`src/design/cpr_pkg.sv`:
```
// ----------------------------------------------------------------------------
// cpr_pkg
// Shared types and constants for the channel pending request counter:
// operation and status codes, field widths and the update result bundle.
// ----------------------------------------------------------------------------
package cpr_pkg;

   // channel storage and configuration
   localparam int MAX_CHANNELS = 16;
   localparam int CHANNELS     = 16;
   localparam int IDX_W        = $clog2(MAX_CHANNELS);

   // field widths
   localparam int FUNC_W   = 2;
   localparam int CHAN_W   = 8;
   localparam int STATUS_W = 2;
   localparam int COUNT_W  = 8;
   localparam int TOTAL_W  = 12;

   // operation codes
   localparam logic [FUNC_W-1:0] FUNC_ADD    = 2'd0;
   localparam logic [FUNC_W-1:0] FUNC_REMOVE = 2'd1;
   localparam logic [FUNC_W-1:0] FUNC_CLEAR  = 2'd2;

   // status codes
   localparam logic [STATUS_W-1:0] ST_OK       = 2'd0;
   localparam logic [STATUS_W-1:0] ST_INVALID  = 2'd1;
   localparam logic [STATUS_W-1:0] ST_TOO_MANY = 2'd2;

   // saturation limit of one channel count
   localparam logic [COUNT_W-1:0] COUNT_MAX = 8'd255;

   typedef logic [MAX_CHANNELS-1:0] mask_type;
   typedef logic [TOTAL_W-1:0]      total_type;
   typedef logic [COUNT_W-1:0]      count_type;

   // outcome of one transaction, from the update logic to the top level
   typedef struct packed {
      logic                wr_en;
      logic [IDX_W-1:0]    idx;
      logic [STATUS_W-1:0] status;
      count_type           count;
      mask_type            mask;
      total_type           total;
   } upd_type;

endpackage

```
`src/design/cpr_update.sv`:
```
// ----------------------------------------------------------------------------
// cpr_update
// Next-state logic for one transaction: decides the status and computes the
// new channel count, busy mask and running total.
// ----------------------------------------------------------------------------
module cpr_update (
   input  logic [cpr_pkg::FUNC_W-1:0] func,
   input  logic [cpr_pkg::CHAN_W-1:0] channel,
   input  cpr_pkg::count_type         cur_count,
   input  cpr_pkg::mask_type          cur_mask,
   input  cpr_pkg::total_type         cur_total,
   output cpr_pkg::upd_type           upd
);

   logic                      in_range;
   logic [cpr_pkg::IDX_W-1:0] idx;
   cpr_pkg::mask_type         bit_sel;

   // channel decode
   assign in_range = (channel < cpr_pkg::CHAN_W'(cpr_pkg::CHANNELS));
   assign idx      = channel[cpr_pkg::IDX_W-1:0];
   assign bit_sel  = cpr_pkg::mask_type'(1) << idx;

   // operation
   always_comb begin
      upd        = '0;
      upd.idx    = idx;
      upd.status = cpr_pkg::ST_OK;
      upd.count  = cur_count;
      upd.mask   = cur_mask;
      upd.total  = cur_total;
      if (!in_range) begin
         upd.status = cpr_pkg::ST_INVALID;
         upd.count  = '0;
      end else begin
         case (func)
            cpr_pkg::FUNC_ADD: begin
               if (cur_count == cpr_pkg::COUNT_MAX) begin
                  upd.status = cpr_pkg::ST_TOO_MANY;
               end else begin
                  upd.wr_en = 1'b1;
                  upd.count = cur_count + 1'b1;
                  upd.mask  = cur_mask | bit_sel;
                  upd.total = cur_total + 1'b1;
               end
            end
            cpr_pkg::FUNC_REMOVE: begin
               if (cur_count == '0) begin
                  upd.status = cpr_pkg::ST_INVALID;
               end else begin
                  upd.wr_en = 1'b1;
                  upd.count = cur_count - 1'b1;
                  if (cur_count == cpr_pkg::count_type'(1)) begin
                     upd.mask = cur_mask & ~bit_sel;
                  end
                  upd.total = cur_total - 1'b1;
               end
            end
            cpr_pkg::FUNC_CLEAR: begin
               upd.wr_en = 1'b1;
               upd.count = '0;
               upd.mask  = cur_mask & ~bit_sel;
               upd.total = cur_total - cpr_pkg::TOTAL_W'(cur_count);
            end
            default: begin
               upd.status = cpr_pkg::ST_INVALID;
            end
         endcase
      end
   end

endmodule

```
`src/design/channel_pending_request_counter.sv`:
```
// Pipeline: a transaction accepted into the request register has its result
// loaded into the response register and shown on the response ports from there.
// Throughput: one transaction per cycle while the response side does not stall;
// the read-modify-write of the counter file, busy mask and total is combinational
// logic between the request register and the response register.
// Reset: synchronous; clears all channel counts, the mask, the total and
// both pipeline valid flags.
// ----------------------------------------------------------------------------
// channel_pending_request_counter
// Per-channel pending request counters with a busy mask and running total.
// ----------------------------------------------------------------------------
module channel_pending_request_counter (
   input  logic                           clock,
   input  logic                           reset,
   input  logic                           req_valid,
   output logic                           req_stall,
   input  logic [cpr_pkg::FUNC_W-1:0]     req_func,
   input  logic [cpr_pkg::CHAN_W-1:0]     req_channel,
   output logic                           rsp_valid,
   input  logic                           rsp_stall,
   output logic [cpr_pkg::STATUS_W-1:0]   rsp_status,
   output cpr_pkg::mask_type              rsp_pending_mask,
   output cpr_pkg::total_type             rsp_pending_total,
   output cpr_pkg::count_type             rsp_channel_count
);

   logic                         req_vld_ff;
   logic                         req_vld_in;
   logic [cpr_pkg::FUNC_W-1:0]   req_func_ff;
   logic [cpr_pkg::CHAN_W-1:0]   req_chan_ff;
   cpr_pkg::count_type           count_ff [cpr_pkg::MAX_CHANNELS];
   cpr_pkg::mask_type            mask_ff;
   cpr_pkg::total_type           total_ff;
   logic                         rsp_vld_ff;
   logic                         rsp_vld_in;
   logic [cpr_pkg::STATUS_W-1:0] rsp_status_ff;
   cpr_pkg::mask_type            rsp_mask_ff;
   cpr_pkg::total_type           rsp_total_ff;
   cpr_pkg::count_type           rsp_count_ff;
   logic                         rsp_load;
   logic                         req_load;
   cpr_pkg::upd_type             upd;

   // pipeline flow control
   assign rsp_load  = req_vld_ff && (!rsp_vld_ff || !rsp_stall);
   assign req_stall = req_vld_ff && !rsp_load;
   assign req_load  = req_valid && !req_stall;

   assign req_vld_in = req_load || (req_vld_ff && !rsp_load);
   assign rsp_vld_in = rsp_load || (rsp_vld_ff && rsp_stall);

   // request register
   always_ff @(posedge clock) begin
      if (reset) begin
         req_vld_ff <= 1'b0;
      end else begin
         req_vld_ff <= req_vld_in;
      end
      if (req_load) begin
         req_func_ff <= req_func;
         req_chan_ff <= req_channel;
      end
   end

   // update logic
   cpr_update u_update (
      .func      (req_func_ff),
      .channel   (req_chan_ff),
      .cur_count (count_ff[req_chan_ff[cpr_pkg::IDX_W-1:0]]),
      .cur_mask  (mask_ff),
      .cur_total (total_ff),
      .upd       (upd)
   );

   // counter file, mask and total
   always_ff @(posedge clock) begin
      if (reset) begin
         for (int i = 0; i < cpr_pkg::MAX_CHANNELS; i++) begin
            count_ff[i] <= '0;
         end
         mask_ff  <= '0;
         total_ff <= '0;
      end else if (rsp_load) begin
         if (upd.wr_en) begin
            count_ff[upd.idx] <= upd.count;
         end
         mask_ff  <= upd.mask;
         total_ff <= upd.total;
      end
   end

   // response register
   always_ff @(posedge clock) begin
      if (reset) begin
         rsp_vld_ff <= 1'b0;
      end else begin
         rsp_vld_ff <= rsp_vld_in;
      end
      if (rsp_load) begin
         rsp_status_ff <= upd.status;
         rsp_mask_ff   <= upd.mask;
         rsp_total_ff  <= upd.total;
         rsp_count_ff  <= upd.count;
      end
   end

   assign rsp_valid         = rsp_vld_ff;
   assign rsp_status        = rsp_status_ff;
   assign rsp_pending_mask  = rsp_mask_ff;
   assign rsp_pending_total = rsp_total_ff;
   assign rsp_channel_count = rsp_count_ff;

endmodule

```
`config.mk`:
```
export PLATFORM = sky130hd
export DESIGN_NAME = channel_pending_request_counter
export DESIGN_NICKNAME = d
export VERILOG_FILES = /design/src/design/cpr_pkg.sv /design/src/design/cpr_update.sv /design/src/design/channel_pending_request_counter.sv
export SDC_FILE = /design/constraint.sdc
export NUM_CORES = 1
export LEC_CHECK = 0
export ABC_CLOCK_PERIOD_IN_PS = 3700
export BUFFER_PORTS_ARGS = -buffer_cell sky130_fd_sc_hd__buf_2
export CAP_MARGIN = 20
export CORE_MARGIN = 3
export CORE_UTILIZATION = 40
export CTS_BUF_LIST = sky130_fd_sc_hd__clkbuf_8
export CTS_CLUSTER_DIAMETER = 200
export CTS_CLUSTER_SIZE = 28
export DETAILED_ROUTE_END_ITERATION = 8
export SLEW_MARGIN = 20
export SYNTH_ARGS = -nofsm -noshare
export SYNTH_HDL_FRONTEND = slang
export SYNTH_SLANG_ARGS = --single-unit
```
`constraint.sdc`:
```
create_clock -name clock -period 3.7 [get_ports clock]
set_clock_uncertainty 0.05 [all_clocks]
set_input_delay 0.555 -clock clock [delete_from_list [all_inputs] [get_ports clock]]
set_output_delay 0.555 -clock clock [all_outputs]
set_load 0.02 [all_outputs]
```
## Yosys cells after proc, flatten, opt, wreduce, memory -nomap -nowiden

Memories as Yosys holds them, arrays and structs flattened. A register that Yosys moved wholly into a read port is not among the register bits.
Index checks and enable logic that the tools add are counted.

- $add $sub $neg: 5
- Order comparisons: 1
- Eq/ne operators: 4
- Shift operators: 1
- Muxes and demuxes: 23
- Bitwise operators: 3
- Reductions and logical operators: 14

Operators with widths:

| operator | count |
|---|---|
| $pmux 36 s3 | 1 |
| $mux 36 | 2 |
| $mux 28 | 1 |
| $and 16x16->16 | 1 |
| $mux 16 | 1 |
| $mux 8 | 2 |
| $not 16->16 | 1 |
| $or 16x16->16 | 1 |
| $shl 1x4->16 const A | 1 |
| $add 12x1->12 const B | 1 |
| $sub 12x1->12 const B | 1 |
| $sub 12x8->12 | 1 |
| $mux 1 | 11 |
| $add 8x1->8 const B | 1 |
| $eq 8x1->1 const B | 1 |
| $eq 8x8->1 const B | 1 |
| $logic_not 8->1 | 1 |
| $lt 8x5->1 const B | 1 |
| $mux 4 | 2 |
| $reduce_or 8->1 | 1 |
| $sub 8x1->8 const B | 1 |
| $pmux 2 s3 | 1 |
| $logic_and 1x1->1 | 4 |
| $logic_not 1->1 | 4 |
| 6 further kinds | 8 |

- Register bits after elaboration: 78
- Bits in writable memories: 128
- Bits of input ports: 14
- Output and inout port bits: 40
- Logic and storage cells: 62
- Memories kept: 1

Memory list:

| memory | depth | width | rd ports | clocked after Yosys merged registers in | write ports | RTL line | source |
|---|---|---|---|---|---|---|---|
| count_ff | 16 | 8 | 1 | 1 | 16 | channel_pending_request_counter.sv:31 | `cpr_pkg::count_type count_ff [cpr_pkg::MAX_CHANNELS];` |

## Depth between registers and ports, before layout

Gate-level depths: netlist of the first run.

- Depth in word-level cells: 10
- Mapped depth: 20
- Depth with buffers taken out: 16

## Modules after synthesis

From an unflattened synthesis of the first run, not the netlist that was laid out.

- Cell total of the unflattened synthesis: 906
- Area, all modules: 10,223.6 sq um

Modules (own cells, without submodules):

| module | instances | cells an instance | area an instance (sq um) | sequential area each (sq um) |
|---|---|---|---|---|
| channel_pending_request_counter | 1 | 579 | 8,215.4 | 5,965.7 |
| cpr_update | 1 | 327 | 2,008.2 | 0.0 |

## Worst setup path after synthesis of the first run

OpenSTA, ideal clock, no wires.

- Path type: reg-to-reg
- From: register with a tool-made name
- To: register rsp_total_ff[10], in the netlist rsp_pending_total[10] (data pin)
- Library setup time: 152 ps
- Data arrival time: 3,524 ps
- Data required time: 3,498 ps
- Path slack: -26 ps
- Stages on the path, launching flop included: 19
- Buffers on the path: 2
- Clock period less this slack: 3,726 ps
- Cell sequence: dfxtp_1 > buf_2 > and2b_1 > a221oi_2 > a22oi_1 > and2_1 > buf_6 > clkinv_4 > ha_1 > inv_1 > fa_1 > a21o_1 > a21o_1 > a2111o_1 > nand2_1 > mux2i_1 > a21oi_1 > o22a_1 > a31oi_1

RTL lines:

| what | RTL line | source |
|---|---|---|
| end signal: assignment | channel_pending_request_counter.sv:102 | `rsp_total_ff <= upd.total;` |
| end: declaration | channel_pending_request_counter.sv:38 | `cpr_pkg::total_type rsp_total_ff;` |

==> summary.txt, run 1 <==
Outcome
  – Status: finished, final reports clean

CTS
  – CTS tree: yes
  – Skew-Pair Late Insertion Delay: 0.54 ns
  – Clock Tree Buf Depth: 3
  – Num Clock Sinks: 210
  – Root Buffer: clkbuf_8
  – CTS buffer count: 11
  – Worst-path clk slew: 0.16 ns
  – CTS hold repair buffers: 0
  – CTS H-tree depth: 1

Place
  – Count of buffers from port buffering: 53
  – Detail Placement HPWL: 23600 um
  – RePlAce Congestion: 0.904
  – Setup WS pre-CTS: -0.119 ns

Timing
  – Worst-margin pin slew: 0.865 ns
  – Max Slew Vio Count: 0
  – Fmax: 279 MHz
  – Final hold vios: 0
  – Relative slew slack: 42.2%
  – Worst Setup Slack, final: 0.112 ns
  – Tcrit/Tclk final: 97.0%
  – Setup violators final: 0
  – Hold WS: 0.151 ns
  – Min Tclk post-route: 3.59 ns

Cells and area
  – Synthesis-to-layout area growth: 15.6%
  – Filler cells: 2631
  – Share of cells above drive strength 1: 26.4%
  – Ant. Diodes: 0
  – Layout Nets: 1180

Synth
  – Synthesized instance count: 1027
  – Post-synth ARST share: 0%
  – Cell taking the most area after synthesis: edfxtp_1
  – Synth Cell Area: 11400 sq um
  – Yosys top cell area share: 46.2%
  – Commonest cells post-synth: edfxtp_1, nor2_1, nand2_1
  – Synth unique cells: 94
  – Synth Flop Type: edfxtp_1
  – Post-synth EDFFs: 176
  – Avg Inst Size Synth: 11.1 sq um
  – Synth warnings: 0
  – Top cells by area, synth: edfxtp_1, dfxtp_1, nor2_1
  – Top-count cell post-synth: edfxtp_1
  – Syn_nets: 1056
  – Yosys reg bits: 210
  – Seq/Total Area, Yosys: 52.2%

Route
  – Drt first pass iters: 7
  – Vias per cell: 5.79
  – Post-DRT Antenna Nets: 0
  – Vias: 8875
  – Detailed-route DRC error count: 0
  – Initial DRC count: 872
  – Routed WL per cell: 21.7 um
  – Final wirelength: 33300 um

Setup path
  – Worst path depth: 15
  – R2R Setup Slk: 0.11 ns
  – Reg-to-reg critical path endpoint: count_ff[15][5]$_SDFFCE_PN0P_
  – Critical path class: reg -> reg
  – Cells along the critical path: buf_12 > buf_12 > buf_4 > mux4_1 > nand3_2 > nand4_4 > inv_2 > buf_4 > nand2_8 > or4_1 > a32o_2 > a22oi_4 > buf_12 > clkbuf_16 > nor2_2
  – CP Capture Type: register
  – Slowest cell on the critical path: mux4_1
  – Worst EP required: 3.95 ns
  – Top Family by Delay on Critical Path: buffers and inverters
  – Most used cell, CP: buf_12
  – CP max stage delay: 0.57 ns
  – Critical path arrival: 3.84 ns
  – Crit path buf inv count: 7
  – Setup crit end: count_ff[15][5]$_SDFFCE_PN0P_
  – Worst r2r path cells: 15
  – CP Launch Type: register
  – Worst Path Max Fanout: 10

Power
  – PwrDens: 368 nW/um^2
  – Worst IR Drop VDD: 0.000275 V
  – Leakage: 4.83 nW
  – Logic pwr share: 23.9%
  – Cell Int Power: 3.39 mW
  – Switching Fraction: 30.2%
  – Sw Pwr: 1.47 mW
  – Flop pwr share: 55.0%
  – Clk pwr share: 21.1%

Global route
  – Grt ovf: 0
  – Met1 GRT Util: 29.8%
  – First-pass GRT wire length: 50600 um
  – Met2 Use GR: 35.2%
  – Initial antenna violation count: 0
  – GR peak layer: met2
  – Largest net degree at the start of global routing: 41
  – Total Routing Usage GR: 21.0%
  – Vias in the first global route: 8505
  – Global routing usage on met3: 2.04%

Floorplan
  – Core ar.: 27900 sq um
  – Ports: 54
  – Num rows: 61
  – Die Wd: 175 um
  – Starting Density: 40.9%
  – Die area: 30600 sq um
  – Die height: 175 um

Min path
  – Launch point of the worst hold path: req_channel[7]
  – HP Class: in -> reg

Run
  – Max cap viols: 0
-- area by class of cell --
type / count / area (sq um) / area share [%]
Sequential cell: 210 / 5970 / 45.2
Tap cell: 378 / 473 / 3.58
Inverter: 23 / 104 / 0.786
Multi-Input combinational cell: 722 / 4980 / 37.7
Clock inverter: 5 / 31.3 / 0.237
Clock buffer: 11 / 151 / 1.15
Timing Repair Buffer: 183 / 1500 / 11.4
-- placed cells by master, fill, tap and decap left out, types with 4 or more instances in the layout --
cell | netlist | routed
edfxtp_1 | 176 | 176
nor2_1 | 159 | 159
buf_4 | 2 | 109
nand2_1 | 98 | 95
a21oi_1 | 66 | 63
buf_2 | 9 | 53
o21ai_0 | 43 | 41
nor3_1 | 34 | 34
dfxtp_1 | 34 | 31
nand3_1 | 22 | 21
mux4_2 | 19 | 20
o31ai_1 | 20 | 20
inv_1 | 16 | 18
mux2i_1 | 20 | 18
buf_12 | 3 | 16
a31oi_1 | 14 | 13
ha_1 | 14 | 13
a211oi_1 | 13 | 12
clkbuf_8 | 6 | 11
nand2_2 | 8 | 10
nor2_2 | 10 | 10
mux4_1 | 9 | 8
nand4_1 | 8 | 8
nand2b_1 | 7 | 7
nand2_4 | 6 | 7
xnor2_1 | 7 | 7
o2bb2ai_1 | 8 | 7
o41ai_1 | 7 | 7
nor4_1 | 7 | 7
nor2b_1 | 6 | 6
or3_1 | 6 | 6
and3_1 | 6 | 6
o21a_1 | 5 | 5
inv_2 | 3 | 5
nor4b_1 | 5 | 5
a22oi_2 | 4 | 4
a221oi_2 | 5 | 4
a21o_1 | 5 | 4
or4_1 | 4 | 4
or2_2 | 4 | 4
-- what timing repair did --
action                     CTS  global route
gates resized for setup      2            29
pin swaps                    1            11
setup endpoints to repair  183           249
cloned                       0             3
buffers inserted             0             9
-- sequential cells by signal (all words and copies together) (netlist names), named ones only --
name,count
count_ff,128
mask_ff,16
req_chan_ff,8
req_func_ff,2
req_vld_ff,1
rsp_channel_count,8
rsp_pending_mask,16
rsp_pending_total,12
rsp_status,2
rsp_valid,1
total_ff,12
-- power by group through the flow --
stage / clock [mW] / combinational (mW) / sequential, mW
6_report: 1.02 / 1.16 / 2.67
5_1_grt: 1.12 / 1.24 / 2.68
4_1_cts: 1.05 / 1.07 / 2.68
3_5_place_dp: 0 / 1.06 / 2.73
3_3_place_gp: 0 / 1.06 / 2.73
2_1_floorplan: 0 / 0.670 / 2.73
-- layer usage --
metal,vias up,routed length (um)
li1,4089,-
met1,4390,14400
met2,342,16100
met3,54,1960
met4,0,829
met5,-,0
-- cell families after synthesis --
logic type / after synthesis / synth area share [%]
AND/OR/NAND/NOR: 411 / 17.7
AO/OA/AOI/OAI: 235 / 14.7
flip-flops: 210 / 52.2
buffers and inverters: 95 / 5.01
multiplexers: 52 / 7.99
adder cells (fa/ha/maj): 15 / 1.71
XOR/XNOR: 9 / 0.690
-- stage by stage --
stage | std cells | total power, mW | TNS, ns | area, sq um | util, %
3_3_place_gp | 1504 | 3.79 | -3.02 | 12800 | 45.7
3_5_place_dp | 1504 | 3.79 | -9.41 | 12800 | 45.7
2_1_floorplan | 1027 | 3.40 | 0 | 11400 | -
5_1_grt | 1532 | 5.04 | -0.00674 | 13200 | 47.3
4_1_cts | 1520 | 4.80 | 0 | 13000 | 46.4
6_report | 1532 | 4.86 | 0 | 13200 | 47.3
-- worst min-delay path by stage --
stage	to	cells after the start
global placement	mask_ff[6]$_SDFFE_PP0P_	2
detailed placement	mask_ff[0]$_SDFFE_PP0P_	2
global route	req_chan_ff[5]$_DFFE_PP_	1
finish	req_chan_ff[7]$_DFFE_PP_	1
CTS	req_chan_ff[5]$_DFFE_PP_	1
floorplan	mask_ff[0]$_SDFFE_PP0P_	2
-- worst register-to-register path, stage by stage, from the launching register on --
cell	delay, ns
dfxtp_4	0.40
buf_12	0.13
buf_12	0.11
buf_4	0.14
mux4_1	0.57
nand3_2	0.15
nand4_4	0.13
inv_2	0.10
buf_4	0.23
nand2_8	0.08
or4_1	0.52
a32o_2	0.26
a22oi_4	0.15
buf_12	0.15
clkbuf_16	0.16
nor2_2	0.04
(Power assumes the default switching activity.)
==> inputs of run 2 (changes only) <==
--- a/config.mk
+++ b/config.mk
@@ -9,11 +9,12 @@
 export BUFFER_PORTS_ARGS = -buffer_cell sky130_fd_sc_hd__buf_2
 export CAP_MARGIN = 20
 export CORE_MARGIN = 3
-export CORE_UTILIZATION = 40
+export CORE_UTILIZATION = 58
 export CTS_BUF_LIST = sky130_fd_sc_hd__clkbuf_8
 export CTS_CLUSTER_DIAMETER = 200
 export CTS_CLUSTER_SIZE = 28
 export DETAILED_ROUTE_END_ITERATION = 8
+export PLACE_DENSITY = 0.79
 export SLEW_MARGIN = 20
 export SYNTH_ARGS = -nofsm -noshare
 export SYNTH_HDL_FRONTEND = slang
==> run 2 against run 1 <==
- fmax decreased by 0.88%
- largest cell class unchanged
- sequential share of layout area is 2.2 points higher
- highest routed layer unchanged
- sequential power about the same
- final area is 4.7% lower
==> summary.txt, run 2 (same netlist as run 1, synthesis figures left out) <==
Route
  – Final wirelength: 30400 um (was 33300 um)
  – Detailed-route DRC error count: 0 (unchanged)
  – Vias: 8930 (was 8875)
  – Drt first pass iters: 5 (was 7)
  – Routed WL per cell: 22.2 um (was 21.7 um)
  – M1 WL: 12200 um (was 14400 um)
  – Vias per cell: 6.50 (was 5.79)
  – DR top layer: met4 (unchanged)
  – Initial DRC count: 1212 (was 872)
  – Post-DRT Antenna Nets: 0 (unchanged)
  – Met3 wire length: 2990 um (was 1960 um)
  – Met2 wire length: 14200 um (was 16100 um)

Place
  – Count of buffers from port buffering: 53 (unchanged)
  – Detail Placement HPWL: 21500 um (was 23600 um)
  – RePlAce Congestion: 0.995 (was 0.904)

Setup path
  – CP max stage delay: 0.43 ns (was 0.57 ns)
  – Worst path depth: 17 (was 15)
  – Top Family by Delay on Critical Path: compound AO/OA/AOI/OAI gates (was buffers and inverters)
  – Worst EP required: 4.05 ns (was 3.95 ns)
  – Critical path class: reg -> reg (unchanged)
  – Worst Path Max Fanout: 12 (was 10)
  – Slowest cell on the critical path: a2111o_1 (was mux4_1)
  – Critical path arrival: 3.97 ns (was 3.84 ns)
  – Worst r2r path cells: 17 (was 15)
  – CP Capture Type: register (unchanged)
  – CP Launch Type: register (unchanged)
  – Cells along the critical path: buf_12 > mux2i_1 > a221oi_2 > o21bai_1 > and2_4 > clkinv_4 > ha_1 > inv_1 > fa_2 > a21o_1 > a21o_1 > a2111o_1 > nand2_1 > mux2i_1 > a21oi_1 > o22a_1 > a31oi_1 (was buf_12 > buf_12 > buf_4 > mux4_1 > nand3_2 > nand4_4 > inv_2 > buf_4 > nand2_8 > or4_1 > a32o_2 > a22oi_4 > buf_12 > clkbuf_16 > nor2_2)
  – Crit path buf inv count: 3 (was 7)

Cells and area
  – Layout Nets: 1138 (was 1180)
  – Most frequent cells in the layout: edfxtp_1, nor2_1, nand2_1 (was edfxtp_1, nor2_1, buf_4)
  – Ant. Diodes: 0 (unchanged)
  – Largest Register: count_ff (unchanged)
  – Leading cell type in the layout, fill and taps excluded: edfxtp_1 (unchanged)
  – Layout Utilization: 66.2% (was 47.3%)
  – Share of cells above drive strength 1: 23.0% (was 26.4%)
  – Largest register FFs: 128 (unchanged)
  – Synthesis-to-layout area growth: 10.1% (was 15.6%)

Global route
  – Largest net degree at the start of global routing: 41 (unchanged)
  – Vias in the first global route: 8482 (was 8505)
  – Total Routing Usage GR: 27.8% (was 21.0%)
  – Grt ovf: 0 (unchanged)
  – Initial antenna violation count: 0 (unchanged)
  – First-pass GRT wire length: 47100 um (was 50600 um)

Min path
  – HP Class: in -> reg (unchanged)
  – Hold Path Depth: 1 (unchanged)

Floorplan
  – Starting Density: 60.1% (was 40.9%)
  – Core ar.: 19000 sq um (was 27900 sq um)
  – Num rows: 50 (was 61)
  – Die area: 21400 sq um (was 30600 sq um)
  – Die height: 146 um (was 175 um)
  – Ports: 54 (unchanged)
  – Die Wd: 146 um (was 175 um)

Timing
  – Tcrit/Tclk final: 97.8% (was 97.0%)
  – Relative slew slack: 46.3% (was 42.2%)
  – Final hold vios: 0 (unchanged)
  – Setup violators final: 0 (unchanged)
  – Max Slew Vio Count: 0 (unchanged)
  – Worst-margin pin slew: 0.799 ns (was 0.865 ns)
  – Hold WS: 0.155 ns (was 0.151 ns)
  – Fmax: 276 MHz (was 279 MHz)
  – Min Tclk post-route: 3.62 ns (was 3.59 ns)

CTS
  – CTS tree: yes (unchanged)
  – CTS hold repair buffers: 0 (unchanged)
  – Skew-Pair Late Insertion Delay: 0.53 ns (was 0.54 ns)
  – Root Buffer: clkbuf_8 (unchanged)
  – Clock Tree Buf Depth: 3 (unchanged)
  – CTS buffer count: 11 (unchanged)
  – Num Clock Sinks: 210 (unchanged)
  – Worst-path clk slew: 0.20 ns (was 0.16 ns)
  – CTS H-tree depth: 1 (unchanged)

Outcome
  – Status: finished, final reports clean (unchanged)

Power
  – Worst IR Drop VDD: 0.000339 V (was 0.000275 V)
  – PwrDens: 376 nW/um^2 (was 368 nW/um^2)
  – Leakage: 4.60 nW (was 4.83 nW)

Run
  – Max cap viols: 0 (unchanged)
## run 2: repair_timing
action / 4_1_cts / 5_1_grt
pin swaps: 0 / 11
cloned: 0 / 1
resized for setup: 1 / 15
endpoints found under the setup margin: 71 / 197
buffers inserted: 0 / 1
## run 2: routing by layer
layer,vias to the layer above,GRT usage [%]
li1,4017,-
met1,4295,39.4
met2,535,43.8
met3,83,4.44
met4,0,10.0
met5,-,0
## run 2: path summary, 6_finish.rpt
| check | startpoint | end | slack, ns |
|---|---|---|---|
| setup reg to reg | register | rsp_pending_total[10]$_DFFE_PP_ | 0.08 |
| hold reg to reg | mask_ff[9]$_SDFFE_PP0P_ | mask_ff[9]$_SDFFE_PP0P_ | 0.43 |
| setup / recovery | register | rsp_pending_total[10]$_DFFE_PP_ | 0.08 |
| hold / removal | req_func[0] | req_func_ff[0]$_DFFE_PP_ | 0.15 |
## run 2: through the flow
step	power (mW)	cell area, sq um	instances	setup slack, ns	setup TNS (ns)
floorplan	3.40	11400	1027	0.0357	0
global placement	3.72	12300	1354	0.0380	0
detailed placement	3.74	12300	1354	-0.00496	-0.0380
CTS	4.69	12500	1371	0.00761	0
global route	4.89	12600	1373	-0.00156	-0.00156
finish	4.74	12600	1373	0.0807	0
## run 2: layout make-up
cell class,instances,area [sq um]
clock buffer,11,151
clock inverter,6,35.0
fill,1456,6430
inverter,23,104
multi-input combinational,722,4960
sequential,210,5970
tap,260,325
timing repair buffer,141,1040
## run 2: power breakdown
part / switching, mW / internal, mW
logic: 0.662 / 0.395
clock network: 0.708 / 0.294
registers: 0.0434 / 2.63
total: 1.41 / 3.32
==> inputs of run 3 (changes only) <==
==> constraint.sdc (replaced) <==
create_clock -name clock -period 3.7 [get_ports clock]
set_clock_uncertainty 0.05 [all_clocks]
set_input_delay 0.37 -clock clock [delete_from_list [all_inputs] [get_ports clock]]
set_output_delay 0.37 -clock clock [all_outputs]
set_load 0.02 [all_outputs]
==> run 3 against run 2 <==
- the flow now finishes with violations (setup timing)
- setup slack got worse by 0.087 ns
- via count increased by 2.1%
- sequential power hardly changed
- core utilization up 1.0 points
- global-route usage rose by 0.55 points
- critical path depth fell by 4
- flip-flop and latch count did not move
- final cell count is 1.1% higher
- count of clock-buffer cells in the layout did not move
- critical path type unchanged
==> summary.txt, run 3 (same netlist as run 1, synthesis figures left out) <==
Setup path
  – Critical path arrival: 3.95 ns (was 3.97 ns)
  – Cells along the critical path: buf_12 > buf_4 > mux4_1 > nand2_1 > nand4_4 > inv_2 > buf_6 > nand2_8 > or4_1 > a32o_2 > a22oi_4 > clkbuf_16 > nor2_1 (was buf_12 > mux2i_1 > a221oi_2 > o21bai_1 > and2_4 > clkinv_4 > ha_1 > inv_1 > fa_2 > a21o_1 > a21o_1 > a2111o_1 > nand2_1 > mux2i_1 > a21oi_1 > o22a_1 > a31oi_1)
  – Reg-to-reg critical path endpoint: count_ff[0][5]$_SDFFCE_PN0P_ (was rsp_pending_total[10]$_DFFE_PP_)
  – CP Capture Type: register (unchanged)
  – CP max stage delay: 0.60 ns (was 0.43 ns)
  – Worst r2r path cells: 13 (was 17)
  – R2R Setup Slk: -0.007 ns (was 0.08 ns)
  – Slowest cell on the critical path: mux4_1 (was a2111o_1)
  – Worst EP required: 3.94 ns (was 4.05 ns)
  – CP Launch Type: register (unchanged)
  – Critical path class: reg -> reg (unchanged)
  – Worst Path Max Fanout: 12 (unchanged)

CTS
  – CTS tree: yes (unchanged)
  – Num Clock Sinks: 210 (unchanged)
  – CTS buffer count: 11 (unchanged)
  – Skew-Pair Late Insertion Delay: 0.54 ns (was 0.53 ns)
  – Root Buffer: clkbuf_8 (unchanged)
  – CTS H-tree depth: 1 (unchanged)
  – Clock Tree Buf Depth: 3 (unchanged)
  – Worst-path clk slew: 0.16 ns (was 0.20 ns)

Timing
  – Relative slew slack: 42.0% (was 46.3%)
  – Setup violators final: 2 (was 0)
  – Tcrit/Tclk final: 100% (was 97.8%)
  – Final hold vios: 0 (unchanged)
  – Worst Setup Slack, final: -0.00669 ns (was 0.0807 ns)
  – Worst-margin pin slew: 0.862 ns (was 0.799 ns)
  – RSZ-0062 raised after global routing: true
  – Fmax: 270 MHz (was 276 MHz)
  – Min Tclk post-route: 3.71 ns (was 3.62 ns)
  – Setup tns final: -0.00816 ns (was 0 ns)
  – Max Slew Vio Count: 0 (unchanged)

Cells and area
  – Layout Nets: 1153 (was 1138)
  – Share of cells above drive strength 1: 23.1% (was 23.0%)
  – Layout Utilization: 67.2% (was 66.2%)
  – Filler cells: 1406 (was 1456)
  – Ant. Diodes: 0 (unchanged)
  – Final instance area: 12800 sq um (was 12600 sq um)
  – Largest Register: count_ff (unchanged)
  – Largest register FFs: 128 (unchanged)
  – Register area: 5970 sq um (about the same)
  – Leading cell type in the layout, fill and taps excluded: edfxtp_1 (unchanged)
  – Most frequent cells in the layout: edfxtp_1, nor2_1, nand2_1 (unchanged)
  – Area of the multi-input gates: 4980 sq um (was 4960 sq um)
  – Synthesis-to-layout area growth: 11.9% (was 10.1%)

Power
  – Worst IR Drop VDD: 0.000331 V (was 0.000339 V)
  – Power Total: 4.79 mW (was 4.74 mW)
  – PwrDens: 375 nW/um^2 (was 376 nW/um^2)
  – Leakage: 4.69 nW (was 4.60 nW)

Place
  – Detail Placement HPWL: 21600 um (was 21500 um)
  – RePlAce Congestion: 0.995 (about the same)
  – Placed Area: 12300 sq um (unchanged)
  – Setup WS pre-CTS: -0.0381 ns (was -0.00496 ns)
  – Count of buffers from port buffering: 53 (unchanged)

Floorplan
  – Die height: 146 um (unchanged)
  – Ports: 54 (unchanged)
  – Core ar.: 19000 sq um (unchanged)
  – Num rows: 50 (unchanged)
  – Die Wd: 146 um (unchanged)
  – Die area: 21400 sq um (unchanged)
  – Starting Density: 60.1% (unchanged)

Route
  – Vias per cell: 6.57 (was 6.50)
  – Vias: 9116 (was 8930)
  – Initial DRC count: 1294 (was 1212)
  – Final wirelength: 31800 um (was 30400 um)
  – Drt first pass iters: 6 (was 5)
  – Routed WL per cell: 22.9 um (was 22.2 um)
  – Detailed-route DRC error count: 0 (unchanged)
  – Post-DRT Antenna Nets: 0 (unchanged)

Global route
  – Initial antenna violation count: 0 (unchanged)
  – Largest net degree at the start of global routing: 41 (unchanged)
  – Total Routing Usage GR: 28.3% (was 27.8%)
  – Grt ovf: 0 (unchanged)
  – First-pass GRT wire length: 48400 um (was 47100 um)
  – Vias in the first global route: 8664 (was 8482)

Outcome
  – Status: finished, violations left (was finished, final reports clean)
  – Failing checks: setup timing

Min path
  – Hold Path Depth: 2 (was 1)
  – Hold endpoint: req_vld_ff$_SDFF_PP0_ (was req_func_ff[0]$_DFFE_PP_)
  – HP Class: in -> reg (unchanged)
  – Launch point of the worst hold path: req_valid (was req_func[0])

Run
  – Max cap viols: 0 (unchanged)
## run 3: routing by layer
layer | part of all wire, % | wire (um) | GRT usage, % | vias up
met5 | 0 | 0 | 0 | -
met4 | 2.7 | 843 | 8.23 | 0
met3 | 10 | 3240 | 3.85 | 73
met2 | 49 | 15400 | 46.5 | 605
met1 | 39 | 12200 | 39.9 | 4385
li1 | - | - | - | 4053
## run 3: worst max-delay path by stage
stage                     cells past startpoint  startpoint                              end
final                                        13    register     count_ff[0][5]$_SDFFCE_PN0P_
after global routing                         16    register    count_ff[13][5]$_SDFFCE_PN0P_
after CTS                                    13    register         mask_ff[11]$_SDFFE_PP0P_
after detailed placement                     12    register     count_ff[0][4]$_SDFFCE_PN0P_
after global placement                       12    register     count_ff[9][0]$_SDFFCE_PN0P_
after floorplan                              20    register  rsp_pending_total[10]$_DFFE_PP_
## run 3: timing repair
action / CTS / global route
endpoints found under the hold margin: 9 / 1
buffers inserted: 0 / 3
gates resized for setup: 2 / 21
gates cloned: 0 / 4
setup endpoints to repair: 105 / 186
hold buffers: 9 / 1
pin swaps: 0 / 10
## run 3: worst max-delay path, delay by kind of cell, from the launching register on
family	cells	cell delay, ns
multiplexers	1	0.60
buffers and inverters	5	0.87
AND/OR/NAND/NOR	5	1.01
flip-flops	1	0.40
AO/OA/AOI/OAI	2	0.55
## run 3: stage by stage
stage | std cells | hold slack (ns)
final | 1388 | 0.0238
after floorplan | 1027 | 0.395
after detailed placement | 1354 | 0.409
after global placement | 1354 | 0.401
after global routing | 1388 | 0.0285
after CTS | 1380 | 0.00301
## run 3: final cells by class
cell class | count | share of cell area (%)
clock inverters | 6 | 0.274
flip-flops and latches | 210 | 46.7
clock buffers | 11 | 1.18
inverters | 23 | 0.812
repair buffers | 155 | 9.48
multi-input cells | 723 | 39.0
well taps | 260 | 2.54
## run 3: where the power goes
group	internal, mW	switching (mW)	total, mW
registers	2.63	0.0441	2.68
clock network	0.294	0.715	1.01
logic	0.422	0.681	1.10
total	3.35	1.44	4.79
